==> config.mk <==
export PLATFORM = sky130hd
export DESIGN_NAME = tag_whitelist_table_top
export DESIGN_NICKNAME = d
export VERILOG_FILES = /design/src/rtl/twt_pkg.sv /design/src/rtl/twt_store.sv /design/src/rtl/tag_whitelist_table_top.sv
export VERILOG_INCLUDE_DIRS = /design/src /design/src/rtl
export SDC_FILE = /design/constraint.sdc
export NUM_CORES = 2
export LEC_CHECK = 0
export BUFFER_PORTS_ARGS = -buffer_cell sky130_fd_sc_hd__buf_2
export CORE_ASPECT_RATIO = 0.7
export CORE_MARGIN = 2
export CORE_UTILIZATION = 50
export CTS_CLUSTER_SIZE = 40
export DETAILED_ROUTE_END_ITERATION = 8
export PLACE_DENSITY = 0.76
export SLEW_MARGIN = 15
export SYNTH_ARGS = -nofsm -noshare
export SYNTH_HDL_FRONTEND = slang
export SYNTH_SLANG_ARGS = --single-unit
==> constraint.sdc <==
create_clock -name aclk -period 12.6 [get_ports aclk]
set_clock_uncertainty 0.1 [all_clocks]
set_input_delay 1.26 -clock aclk [delete_from_list [all_inputs] [get_ports aclk]]
set_output_delay 1.26 -clock aclk [all_outputs]
set_load 0.005 [all_outputs]
==> src/rtl/tag_whitelist_table_top_macros.svh <==
// Assertion macros shared by the table RTL.
`ifndef TAG_WHITELIST_TABLE_TOP_MACROS_SVH
`define TAG_WHITELIST_TABLE_TOP_MACROS_SVH
`ifndef SYNTHESIS
// Check a property on every rising clock edge outside reset
`define TWT_ASSERT(label, prop, msg) \
    label: assert property (@(posedge aclk) disable iff (!aresetn) (prop)) else $error(msg);
// Check that a condition implies another in the next cycle
`define TWT_ASSERT_NEXT(label, pre, post, msg) \
    label: assert property (@(posedge aclk) disable iff (!aresetn) (pre) |=> (post)) else $error(msg);
`else
`define TWT_ASSERT(label, prop, msg)
`define TWT_ASSERT_NEXT(label, pre, post, msg)
`endif
`endif

==> src/rtl/twt_pkg.sv <==
package twt_pkg;

    localparam int MAX_ENTRIES = 32;
    localparam int ID_BYTES    = 10;
    localparam int CNT_W       = $clog2(MAX_ENTRIES + 1);
    localparam int ADDR_W      = (MAX_ENTRIES > 1) ? $clog2(MAX_ENTRIES) : 1;
    localparam int IDX_W       = 5;
    localparam int ID_W        = 80;
    localparam int ID_FIELD_BYTES = ID_W / 8;

    localparam logic [7:0] SRC_A = 8'hAA;
    localparam logic [7:0] SRC_B = 8'hCC;

    typedef enum logic [1:0] {
        REQ_INSERT = 2'd0,
        REQ_DELETE = 2'd1,
        REQ_LIST   = 2'd2,
        REQ_LOOKUP = 2'd3
    } req_t;

    typedef enum logic [3:0] {
        STS_ADDED     = 4'd0,
        STS_EXISTED   = 4'd1,
        STS_DELETED   = 4'd2,
        STS_FOUND     = 4'd3,
        STS_NOT_FOUND = 4'd4,
        STS_LISTED    = 4'd5,
        STS_EMPTY     = 4'd6,
        STS_FULL      = 4'd7,
        STS_REJECTED  = 4'd8
    } status_t;

    typedef enum logic [2:0] {
        ST_IDLE,
        ST_SRCH,
        ST_DEL,
        ST_LIST_RD,
        ST_LIST_CAP,
        ST_EMIT
    } state_t;

    // One table record as held in the memory
    typedef struct packed {
        logic [7:0]  level;
        logic [7:0]  kind;
        logic [3:0]  length;
        logic [15:0] id_high;
        logic [63:0] id_low;
    } rec_t;

    typedef struct packed {
        status_t          status;
        logic [CNT_W-1:0] pos;
        rec_t             rec;
        logic             last;
    } res_t;

    // Byte mask over the id for a given length, clamped to ID_BYTES
    function automatic logic [ID_W-1:0] key_mask(input logic [3:0] len);
        logic [ID_W-1:0] m;
        m = '0;
        for (int b = 0; b < ID_FIELD_BYTES; b++) begin
            if (b < int'(len) && b < ID_BYTES) begin
                m[b*8 +: 8] = 8'hFF;
            end
        end
        return m;
    endfunction

endpackage

==> src/rtl/twt_store.sv <==
module twt_store
    import twt_pkg::*;
(
    input  logic              aclk,
    input  logic              wr_en,
    input  logic [ADDR_W-1:0] wr_addr,
    input  rec_t              wr_data,
    input  logic              rd_en,
    input  logic [ADDR_W-1:0] rd_addr,
    output rec_t              rd_data
);

    rec_t mem [MAX_ENTRIES];
    rec_t rd_data_reg;

    // Write one record
    always_ff @(posedge aclk) begin
        if (wr_en) begin
            mem[wr_addr] <= wr_data;
        end
    end

    // Read one record, hold the data until the next read
    always_ff @(posedge aclk) begin
        if (rd_en) begin
            rd_data_reg <= mem[rd_addr];
        end
    end

    assign rd_data = rd_data_reg;

endmodule

==> src/rtl/tag_whitelist_table_top.sv <==
// Insert and lookup: the search reads and compares one entry per cycle from the table start;
// a hit ends the search early, and a full result comes after the whole search.
// Delete: later entries move down one per cycle.
// List: each entry passes through the read, capture and emit states in turn.
// Rejected and empty results go from accept to the emit state, then to the output register.
// One request at a time; reset clears the entry count and control, not the table memory.
`include "tag_whitelist_table_top_macros.svh"

module tag_whitelist_table_top
    import twt_pkg::*;
(
    input  logic         aclk,
    input  logic         aresetn,
    input  logic         s_tvalid,
    output logic         s_tready,
    // source[7:0], entry_index[12:8], id_low[76:13], id_high[92:77],
    // key_length[96:93], card_kind[104:97], access_level[112:105], zero[119:113]
    input  logic [119:0] s_tdata,
    // req_type[1:0]
    input  logic [1:0]   s_tuser,
    output logic         m_tvalid,
    input  logic         m_tready,
    // position[5:0], entry_count[11:6], out_id_low[75:12], out_id_high[91:76],
    // out_length[95:92], out_kind[103:96], out_level[111:104]
    output logic [111:0] m_tdata,
    // status[3:0]
    output logic [3:0]   m_tuser,
    output logic         m_tlast
);

    // Unpack the input word
    logic [7:0]       in_src;
    logic [IDX_W-1:0] in_idx;
    logic [63:0]      in_idl;
    logic [15:0]      in_idh;
    logic [3:0]       in_len;
    logic [7:0]       in_kind;
    logic [7:0]       in_lvl;
    req_t             in_req;
    logic             src_ok;

    assign in_src  = s_tdata[7:0];
    assign in_idx  = s_tdata[12:8];
    assign in_idl  = s_tdata[76:13];
    assign in_idh  = s_tdata[92:77];
    assign in_len  = s_tdata[96:93];
    assign in_kind = s_tdata[104:97];
    assign in_lvl  = s_tdata[112:105];
    assign in_req  = req_t'(s_tuser);
    assign src_ok  = (in_src == SRC_A) || (in_src == SRC_B);

    state_t           state_reg, state_next;
    logic [CNT_W-1:0] ptr_reg, ptr_next;
    logic [CNT_W-1:0] rd_ptr_reg, rd_ptr_next;
    logic             rd_valid_reg, rd_valid_next;
    logic [CNT_W-1:0] held_count_reg, held_count_next;
    logic             m_valid_reg, m_valid_next;
    res_t             res_reg, res_next;
    res_t             out_reg, out_next;
    logic [CNT_W-1:0] out_count_reg, out_count_next;

    // Latched request
    req_t             req_reg;
    logic [IDX_W-1:0] idx_reg;
    logic [63:0]      idl_reg;
    logic [15:0]      idh_reg;
    logic [3:0]       len_reg;
    logic [7:0]       kind_reg;
    logic [7:0]       lvl_reg;
    logic             req_load;

    // Memory port
    logic              wr_en;
    logic [ADDR_W-1:0] wr_addr;
    rec_t              wr_data;
    logic              rd_en;
    logic [ADDR_W-1:0] rd_addr;
    rec_t              rd_data;

    logic [ID_W-1:0] mask;
    rec_t            new_rec;
    rec_t            echo_rec;
    logic            match;
    logic [CNT_W-1:0] idx_ext;

    twt_store u_store (
        .aclk    (aclk),
        .wr_en   (wr_en),
        .wr_addr (wr_addr),
        .wr_data (wr_data),
        .rd_en   (rd_en),
        .rd_addr (rd_addr),
        .rd_data (rd_data)
    );

    // Build the masked key and the compare against the word just read
    assign mask = key_mask(len_reg);
    assign new_rec.id_low  = idl_reg & mask[63:0];
    assign new_rec.id_high = idh_reg & mask[79:64];
    assign new_rec.length  = len_reg;
    assign new_rec.kind    = kind_reg;
    assign new_rec.level   = lvl_reg;

    assign echo_rec.id_low  = idl_reg;
    assign echo_rec.id_high = idh_reg;
    assign echo_rec.length  = len_reg;
    assign echo_rec.kind    = kind_reg;
    assign echo_rec.level   = lvl_reg;

    assign match = (rd_data.id_low == new_rec.id_low) && (rd_data.id_high == new_rec.id_high)
                && (rd_data.length == len_reg) && (rd_data.kind == kind_reg);

    assign idx_ext = CNT_W'(idx_reg);

    // Next state, memory access and result building
    always_comb begin
        state_next      = state_reg;
        ptr_next        = ptr_reg;
        rd_ptr_next     = rd_ptr_reg;
        rd_valid_next   = 1'b0;
        held_count_next = held_count_reg;
        res_next        = res_reg;
        out_next        = out_reg;
        out_count_next  = out_count_reg;
        m_valid_next    = m_valid_reg && !m_tready;
        req_load        = 1'b0;
        rd_en           = 1'b0;
        rd_addr         = ptr_reg[ADDR_W-1:0];
        wr_en           = 1'b0;
        wr_addr         = held_count_reg[ADDR_W-1:0];
        wr_data         = new_rec;

        unique case (state_reg)
            ST_IDLE: begin
                if (s_tvalid) begin
                    req_load      = 1'b1;
                    ptr_next      = '0;
                    res_next.status = STS_REJECTED;
                    res_next.pos    = '0;
                    res_next.rec    = '0;
                    res_next.last   = 1'b1;
                    state_next      = ST_EMIT;
                    unique case (in_req)
                        REQ_INSERT: begin
                            if (src_ok && in_len != 4'd0 && in_kind != 8'd0 && in_lvl != 8'd0
                                && int'(in_len) <= ID_BYTES) begin
                                state_next = ST_SRCH;
                            end
                        end
                        REQ_DELETE: begin
                            if (src_ok && int'(in_idx) < int'(held_count_reg)) begin
                                ptr_next   = CNT_W'(in_idx);
                                state_next = ST_DEL;
                            end
                        end
                        REQ_LIST: begin
                            if (src_ok) begin
                                if (held_count_reg == '0) begin
                                    res_next.status = STS_EMPTY;
                                end else begin
                                    state_next = ST_LIST_RD;
                                end
                            end
                        end
                        REQ_LOOKUP: begin
                            state_next = ST_SRCH;
                        end
                        default: ;
                    endcase
                end
            end

            ST_SRCH: begin
                if (rd_valid_reg && match) begin
                    // Hit: report the stored record
                    res_next.status = (req_reg == REQ_INSERT) ? STS_EXISTED : STS_FOUND;
                    res_next.pos    = rd_ptr_reg;
                    res_next.rec    = rd_data;
                    res_next.last   = 1'b1;
                    state_next      = ST_EMIT;
                end else if (ptr_reg < held_count_reg) begin
                    // Advance the scan
                    rd_en         = 1'b1;
                    rd_valid_next = 1'b1;
                    rd_ptr_next   = ptr_reg;
                    ptr_next      = ptr_reg + 1'b1;
                end else if (!rd_valid_reg) begin
                    // Miss on every entry
                    res_next.last = 1'b1;
                    state_next    = ST_EMIT;
                    if (req_reg == REQ_INSERT) begin
                        if (int'(held_count_reg) >= MAX_ENTRIES) begin
                            res_next.status = STS_FULL;
                            res_next.pos    = CNT_W'(MAX_ENTRIES);
                            res_next.rec    = '0;
                        end else begin
                            wr_en           = 1'b1;
                            res_next.status = STS_ADDED;
                            res_next.pos    = held_count_reg;
                            res_next.rec    = new_rec;
                            held_count_next = held_count_reg + 1'b1;
                        end
                    end else begin
                        res_next.status = STS_NOT_FOUND;
                        res_next.pos    = CNT_W'(MAX_ENTRIES);
                        res_next.rec    = echo_rec;
                    end
                end
            end

            ST_DEL: begin
                // Keep the removed record, move later ones down
                if (rd_valid_reg) begin
                    if (rd_ptr_reg == idx_ext) begin
                        res_next.rec = rd_data;
                    end else begin
                        wr_en   = 1'b1;
                        wr_addr = ADDR_W'(rd_ptr_reg - 1'b1);
                        wr_data = rd_data;
                    end
                end
                if (ptr_reg < held_count_reg) begin
                    rd_en         = 1'b1;
                    rd_valid_next = 1'b1;
                    rd_ptr_next   = ptr_reg;
                    ptr_next      = ptr_reg + 1'b1;
                end else if (!rd_valid_reg) begin
                    held_count_next = held_count_reg - 1'b1;
                    res_next.status = STS_DELETED;
                    res_next.pos    = idx_ext;
                    res_next.last   = 1'b1;
                    state_next      = ST_EMIT;
                end
            end

            ST_LIST_RD: begin
                rd_en      = 1'b1;
                state_next = ST_LIST_CAP;
            end

            ST_LIST_CAP: begin
                res_next.status = STS_LISTED;
                res_next.pos    = ptr_reg;
                res_next.rec    = rd_data;
                res_next.last   = (ptr_reg + 1'b1) == held_count_reg;
                ptr_next        = ptr_reg + 1'b1;
                state_next      = ST_EMIT;
            end

            ST_EMIT: begin
                // Load the output register once it is free
                if (!m_valid_reg || m_tready) begin
                    out_next       = res_reg;
                    out_count_next = held_count_reg;
                    m_valid_next   = 1'b1;
                    if (res_reg.status == STS_LISTED && !res_reg.last) begin
                        state_next = ST_LIST_RD;
                    end else begin
                        state_next = ST_IDLE;
                    end
                end
            end

            default: state_next = ST_IDLE;
        endcase
    end

    // Control registers
    always_ff @(posedge aclk) begin
        if (!aresetn) begin
            state_reg      <= ST_IDLE;
            ptr_reg        <= '0;
            rd_valid_reg   <= 1'b0;
            held_count_reg <= '0;
            m_valid_reg    <= 1'b0;
        end else begin
            state_reg      <= state_next;
            ptr_reg        <= ptr_next;
            rd_valid_reg   <= rd_valid_next;
            held_count_reg <= held_count_next;
            m_valid_reg    <= m_valid_next;
        end
    end

    // Payload registers
    always_ff @(posedge aclk) begin
        rd_ptr_reg    <= rd_ptr_next;
        res_reg       <= res_next;
        out_reg       <= out_next;
        out_count_reg <= out_count_next;
        if (req_load) begin
            req_reg  <= in_req;
            idx_reg  <= in_idx;
            idl_reg  <= in_idl;
            idh_reg  <= in_idh;
            len_reg  <= in_len;
            kind_reg <= in_kind;
            lvl_reg  <= in_lvl;
        end
    end

    assign s_tready = (state_reg == ST_IDLE);
    assign m_tvalid = m_valid_reg;
    assign m_tuser  = out_reg.status;
    assign m_tlast  = out_reg.last;
    assign m_tdata  = {out_reg.rec.level, out_reg.rec.kind, out_reg.rec.length,
                       out_reg.rec.id_high, out_reg.rec.id_low,
                       6'(out_count_reg), 6'(out_reg.pos)};

    `TWT_ASSERT(a_count_bound, int'(held_count_reg) <= MAX_ENTRIES,
        "entry count above table size")
    `TWT_ASSERT(a_write_state, !wr_en || state_reg == ST_SRCH || state_reg == ST_DEL,
        "table written outside search or delete")
    `TWT_ASSERT(a_read_track, !rd_valid_reg || state_reg == ST_SRCH || state_reg == ST_DEL,
        "read data pending in wrong state")
    `TWT_ASSERT_NEXT(a_del_count, state_reg == ST_DEL && state_next == ST_EMIT,
        int'(held_count_reg) + 1 == int'($past(held_count_reg)),
        "delete did not drop one entry")
    `TWT_ASSERT(a_list_last,
        !(m_tvalid && m_tready && m_tuser == STS_LISTED && m_tlast)
            || int'(m_tdata[5:0]) + 1 == int'(m_tdata[11:6]),
        "last listed entry not at table end")

endmodule

== After elaboration in Yosys (flattened, before gate mapping) ==
Memories as Yosys holds them, arrays and structs flattened. A register that Yosys moved wholly into a read port is not among the register bits.
Cells that the tools add are included.
Word-level totals
  RAM bits: 3200
  memories: 1
  register bits: 358
  output and inout port bits: 119
  input port bits: 126
Cells by class
  $lt $le $gt $ge: 14
  bitwise gates (word level): 2
  eq/ne operators: 30
  mux-type cells: 80
  add/sub/neg operators: 4
  reduce and logical (&&, ||, !) cells: 32
Memory list
  u_store.mem: words 32, width 100, read ports 1, clocked after memory_dff 1, wr ports 1, RTL line twt_store.sv:13  | rec_t mem [MAX_ENTRIES];
Operators with widths (count)
  100-bit two-way mux: 5
  111-bit two-way mux: 4
  111-bit one-hot mux with 4 select lines: 1
  110-bit two-way mux: 1
  109-bit two-way mux: 1
  8-bit two-way mux: 10
  6-bit two-way mux: 12
  64-bit AND: 1
  64-bit == test: 1
  3-bit two-way mux: 9
  5-bit two-way mux: 5
  6-bit one-hot mux with 2 select lines: 2
  6-bit one-hot mux with 4 select lines: 1
  2-bit != test, second input constant: 11
  10-bit two-way mux: 2
  3-bit one-hot mux with 6 select lines: 1
  1-bit two-way mux: 17
  16-bit AND: 1
  16-bit == test: 1
  8-bit == test, second input constant: 2
  3-bit by 4-bit < comparator with 1-bit output, first input constant: 4
  8-bit nonzero test: 2
  6-bit by 1-bit adder with 6-bit output, second input constant: 2
  4-bit two-way mux: 3
  other kinds (36): 63

== Logic depth before layout (Yosys ltp) ==
  word-level depth: 12
  depth in mapped cells: 15
  gate-level depth less buffers: 13

== Cells and area by module ==
From an unflattened synthesis, not the netlist that was laid out.
Unflattened totals
  cell total of the unflattened synthesis: 7192
  area, all modules: 141519.5 um^2
Modules (own cells, without submodules)
  twt_store: instances 1, area an instance 124515.7 um^2, seq. area each 99095.0 um^2, cells each 5817
  tag_whitelist_table_top: instances 1, area an instance 17003.8 um^2, seq. area each 10580.1 um^2, cells each 1375

== Least setup slack after synthesis ==
Ideal clock, no wire load.
  kind: register -> register
  start: register len_reg[3]
  end: register u_store.rd_data[0] (netlist name)
  setup slack: 2.498 ns
  arrival time: 9.296 ns
  stages on the path, launching flop included: 13
  required time: 11.794 ns
  cells stage by stage: edfxtp_1 -> buf_2 -> buf_6 -> or3_1 -> clkbuf_1 -> nor2_1 -> o32ai_1 -> nand4_1 -> nor4_2 -> nand4_4 -> buf_6 -> a21oi_1 -> o31ai_1
Between the ends
  cells in the longest elaborated chain, start to end: 10
RTL lines
  start, declared: RTL line tag_whitelist_table_top.sv:67  | logic [3:0] len_reg;
  start signal, assigned: RTL line tag_whitelist_table_top.sv:296  | len_reg <= in_len;
  1-bit by 4-bit < comparator with 1-bit output, or another cell as far along: RTL line twt_pkg.sv:63  | if (b < int'(len) && b < ID_BYTES) begin
  8-bit two-way mux: RTL line twt_pkg.sv:63
  64-bit AND / 16-bit AND (equally long branches): RTL line tag_whitelist_table_top.sv:98, tag_whitelist_table_top.sv:99
  64-bit == test / 16-bit == test (equally long branches): RTL line tag_whitelist_table_top.sv:110  | assign match = (rd_data.id_low == new_rec.id_low) && (rd_data.id_high == new_rec.id_high)
  1-bit logical AND: RTL line tag_whitelist_table_top.sv:110
  1-bit logical AND * (2 in series): RTL line tag_whitelist_table_top.sv:111  | && (rd_data.length == len_reg) && (rd_data.kind == kind_reg);
  1-bit logical AND *: RTL line tag_whitelist_table_top.sv:174  | if (rd_valid_reg && match) begin
  1-bit two-way mux *: RTL line tag_whitelist_table_top.sv:174
  1-bit one-hot mux with 3 select lines *: RTL line tag_whitelist_table_top.sv:133  | unique case (state_reg)
  via rd_en: RTL line tag_whitelist_table_top.sv:76  | logic rd_en;
The timed path passes the listed nets; every way through them passes the cells marked *.
A chain may end at the register's enable or synchronous reset.

== Worst setup path in the final report ==
  start: register ptr_reg[0]
  end: register u_store.rd_data[76] (netlist name)
Between the ends
  cells in the longest elaborated chain, start to end: 4
RTL lines
  start, declared: RTL line tag_whitelist_table_top.sv:53  | logic [CNT_W-1:0] ptr_reg, ptr_next;
  start signal, assigned: RTL line tag_whitelist_table_top.sv:278  | ptr_reg <= ptr_next;
  6-bit < comparator: RTL line tag_whitelist_table_top.sv:181, tag_whitelist_table_top.sv:222
  1-bit two-way mux: RTL line tag_whitelist_table_top.sv:181, tag_whitelist_table_top.sv:222
  1-bit two-way mux: RTL line tag_whitelist_table_top.sv:174
  1-bit one-hot mux with 3 select lines: RTL line tag_whitelist_table_top.sv:133
Several ways; a longest one is shown, not always the timed one.

==> impl.org <==
** Setup path
- Worst path required time :: 13.16 ns
- Critical path start-end classification :: flip-flop to flip-flop
- CP Max Fanout :: 45
- Start of the worst register-to-register path :: ptr_reg[0]
- In this run the critical register-to-register path is captured at u_store.rd_data[76].
- Critical Path Source Type :: flip-flop
- Setup crit end kind :: flip-flop
- In this run the register-to-register setup slack is 5.84 ns.
- The worst register-to-register path has a depth of 8.
- Data on the critical path arrives at its endpoint at 7.31 ns.

** GRT
- Number of global-route vias before repair :: 69000
- Grt met1 use :: 34.6%
- Global-route wire length before repair :: 524000 µm
- Global routing used 26.1% of the available tracks across all layers.
- Entering global routing, the biggest net connects 128 pins.
- The number of antenna violations at the first check in global routing was 12.
- Gr ovfl total :: 0
- Global routing consumed, on the met3 layer, 5.96% of the routing resources.
- After global routing, the most crowded layer is met2.
- Met2 track utilization from global routing :: 40.8%

** Timing
- The number of pins with negative max-slew slack in the final report was 0.
- The final hold violation count came to 0.
- At the pin with the least slew margin, the transition time is 1.33 ns.
- TNS Setup :: 0 ns
- Setup violations remaining at the end of the flow were counted as 0.
- Setup repair after global routing left no endpoint under its margin.
- Slew HR :: 11.5%
- FMAX :: 148 MHz
- Counting I/O delays and the setup requirement, the final critical path takes 6.76 ns.
- Share of the clock period used by the worst path :: 53.6%

** Clocking
- Clock-pin slew was measured on the worst setup and hold paths at 0.06 ns.
- Buffer count from post-CTS setup fixing :: 0
- The clock passes through at most 4 buffers.
- Clock insertion delay at the later pin of the skew report :: 0.91 ns
- Post-cts resize count :: 0
- H-tree depth :: 5
- Clock root buffer :: sky130_fd_sc_hd__clkbuf_16
- Hold repair after CTS inserted 0 buffers.
- The clock drives 3658 sinks.
- Counting the buffers created by CTS gives 344.
- TritonCTS built the clock tree.

** Floorplanning
- The die is 638 µm wide.
- Count of standard-cell rows :: 162
- Measured along the y axis, the die boundary spans 448 µm.
- Number of top-level design ports :: 245
- After floorplanning, the core was sized to cover 279000 µm².
- The initial utilization of the core area, before any placement, comes to 50.4%.
- The floorplan step defined a die boundary enclosing 286000 µm².

** Place
- The placed instances occupy a cell area of 147000 µm².
- RePlAce Congestion :: 0.862
- The number of placed instances, taps included, is 9828.
- During placement, the flow inserted port buffers numbering 237.
- HPWL Detailed :: 188000 µm

** Synthesis
- For this run, the leading register cell type out of synthesis is sky130_fd_sc_hd__edfxtp_1.
- Area share of the largest cell type after synthesis :: 77.7%
- Post-Syn Nets :: 6145
- Area leader, netlist :: sky130_fd_sc_hd__edfxtp_1
- Yosys mapped a number of flops with a built-in enable equal to 3641.
- Yosys printed 0 warnings.
- Synthesis-stage register bit count :: 3658
- Average cell area after synthesis :: 23.4 µm²
- For this run, the register share of the synthesized area comes to 78.0%.
- Post-Syn Area :: 141000 µm²
- The number of different library cells used by synthesis comes to 77.
- Proportion of synthesized flip-flops having asynchronous set or reset :: 0%
- Sorting the synthesized cells by area gives the leading types as sky130_fd_sc_hd__edfxtp_1 78%, sky130_fd_sc_hd__mux4_2 16%, sky130_fd_sc_hd__mux2_2 0.98%, sky130_fd_sc_hd__a22o_1 0.62%, sky130_fd_sc_hd__clkbuf_1 0.60%.
- Counting every instance in the synthesized netlist gives 6002.

** Route
- After detailed routing, the number of vias per cell comes to 6.67.
- Number of design-rule violations left by the first detailed-router iteration :: 12100
- Wires add up to 375000 µm.
- Number of search-and-repair iterations in the first detailed-routing pass :: 8
- The detailed router placed 69700 vias in this run.
- In the routed design, unresolved DRC markers number 0.
- The detail route stage leaves a number of antenna-violating nets equal to 0.
- Average detailed-routed wire length per instance :: 35.9 µm

** Pwr
- IR analysis of the VDD net gives a maximum drop of 0.000124 V.
- Net load switching power :: 0.00686 W
- Total Power Consumption :: 0.0284 W
- Internal power summed over all cells :: 0.0216 W
- Of the total power, the share spent switching nets is 24.1%.
- Registers are responsible for 51.3% of the overall power.
- Share of total power in the clock network :: 36.4%
- Leakage component of the power :: 48.5 nW
- Portion of total power attributed to combinational logic :: 12.3%
- For this design the ratio of total power to cell area is 179 nW/µm².

** Cells and area
- Flip-flop count of the largest register after layout :: 3200
- Total number of nets in the final design :: 6629
- Of the cells placed in the final design, the portion with a size suffix greater than 1 is 31.5%.
- Leaving out filler cells and counting taps, the final layout contains 10500.
- Post-route standard cell area excluding fillers :: 158000 µm²
- Leaving out fill and tap cells, the most frequent cell in the layout is sky130_fd_sc_hd__edfxtp_1.
- P&R area growth vs syn :: 12.6%
- Most frequent cells in the layout :: 3641 x sky130_fd_sc_hd__edfxtp_1, 1000 x sky130_fd_sc_hd__mux4_2, 351 x sky130_fd_sc_hd__clkbuf_16

** Outcome
- The run finished with clean final reports.

** Hold path
- In this run the worst hold path is classified as flip-flop to flip-flop.
- The path with the worst hold slack has its endpoint at m_tdata[91].
- Startpoint of the tightest hold check path :: res_reg[80]
- The worst hold path passes through 0 cells.

** Flow run
- Number of maximum-capacitance violations :: 0
## layout make-up
type / count / area (µm²)
Inverter: 33 / 124
Multi-Input combinational cell: 2008 / 30000
Clock buffer: 429 / 9110
Timing Repair Buffer: 441 / 2920
Tap cell: 3690 / 4620
Sequential cell: 3658 / 110000
Fill cell: 19000 / 121000
Clock inverter: 191 / 1970
Antenna cell: 7 / 17.5
## worst max-delay path by stage
stage	from	to	slack, ns	cells after the start
2_1_floorplan	len_reg[3]	u_store.rd_data[0]	2.50	12
3_3_place_gp	ptr_reg[0]	u_store.rd_data[76]	5.61	8
3_5_place_dp	ptr_reg[0]	u_store.rd_data[76]	5.50	8
4_1_cts	ptr_reg[0]	u_store.rd_data[76]	5.57	8
5_1_grt	ptr_reg[0]	u_store.rd_data[76]	5.14	8
6_report	ptr_reg[0]	u_store.rd_data[76]	5.84	8
## synthesized netlist by cell type (12+ instances only)
library cell               number
sky130_fd_sc_hd__o32ai_1       20
sky130_fd_sc_hd__o21ai_0       97
sky130_fd_sc_hd__nand4_1       13
sky130_fd_sc_hd__ha_1          16
sky130_fd_sc_hd__buf_1         48
sky130_fd_sc_hd__mux4_2      1000
sky130_fd_sc_hd__nor4bb_1      23
sky130_fd_sc_hd__nand2_1      181
sky130_fd_sc_hd__xor2_1        24
sky130_fd_sc_hd__a31oi_1       22
sky130_fd_sc_hd__a21oi_1       35
sky130_fd_sc_hd__nand3_1       12
sky130_fd_sc_hd__nor2_1       118
sky130_fd_sc_hd__edfxtp_1    3641
sky130_fd_sc_hd__dfxtp_1       17
sky130_fd_sc_hd__mux2_2       122
sky130_fd_sc_hd__clkbuf_1     226
sky130_fd_sc_hd__inv_1         32
sky130_fd_sc_hd__a21o_1        13
sky130_fd_sc_hd__xnor2_1       54
sky130_fd_sc_hd__buf_2         14
sky130_fd_sc_hd__a22o_1       100
## worst max-delay path, cell delays in order (launching register included)
cell and delay [ns]:
sky130_fd_sc_hd__dfxtp_4 0.94, sky130_fd_sc_hd__buf_4 0.81, sky130_fd_sc_hd__buf_4 0.73, sky130_fd_sc_hd__buf_4 0.78, sky130_fd_sc_hd__buf_4 0.75, sky130_fd_sc_hd__buf_4 0.81
sky130_fd_sc_hd__mux4_2 0.61, sky130_fd_sc_hd__mux4_2 0.55, sky130_fd_sc_hd__mux2_2 0.29
## routing by layer
metal,wire length [µm],share of wire (%)
met5,13,0.0035
met4,22700,6.0
met3,45800,12
met2,178000,47
met1,129000,34
## kinds of logic (layout without fill, tap and decap cells)
family	Yosys count	in the layout	synth area share, %
compound gates	377	377	1.96
buf+inv	336	1094	1.05
xor+xnor	78	78	0.486
mux	1130	1130	17.0
flops	3658	3658	78.0
fa+ha+maj	17	17	0.157
simple gates	406	406	1.34
other cells	0	7	0
## power groups by stage
stage	registers, W	logic (W)	clock network [W]
detailed placement	0.0148	0.00344	0
global placement	0.0148	0.00335	0
global route	0.0146	0.00369	0.0109
floorplan	0.0146	0.00249	0
CTS	0.0146	0.00349	0.0104
finish	0.0146	0.00350	0.0103
## stage by stage
| step | hold slack [ns] | util, % | setup WS (ns) |
|---|---|---|---|
| detailed placement | 0.305 | 52.8 | 5.50 |
| global placement | 0.305 | 52.8 | 5.61 |
| floorplan | 0.300 | - | 2.50 |
| global route | 0.318 | 56.8 | 5.14 |
| CTS | 0.319 | 56.7 | 5.57 |
| finish | 0.315 | 56.8 | 5.84 |
Note: power is estimated with default switching activity, not from simulation.
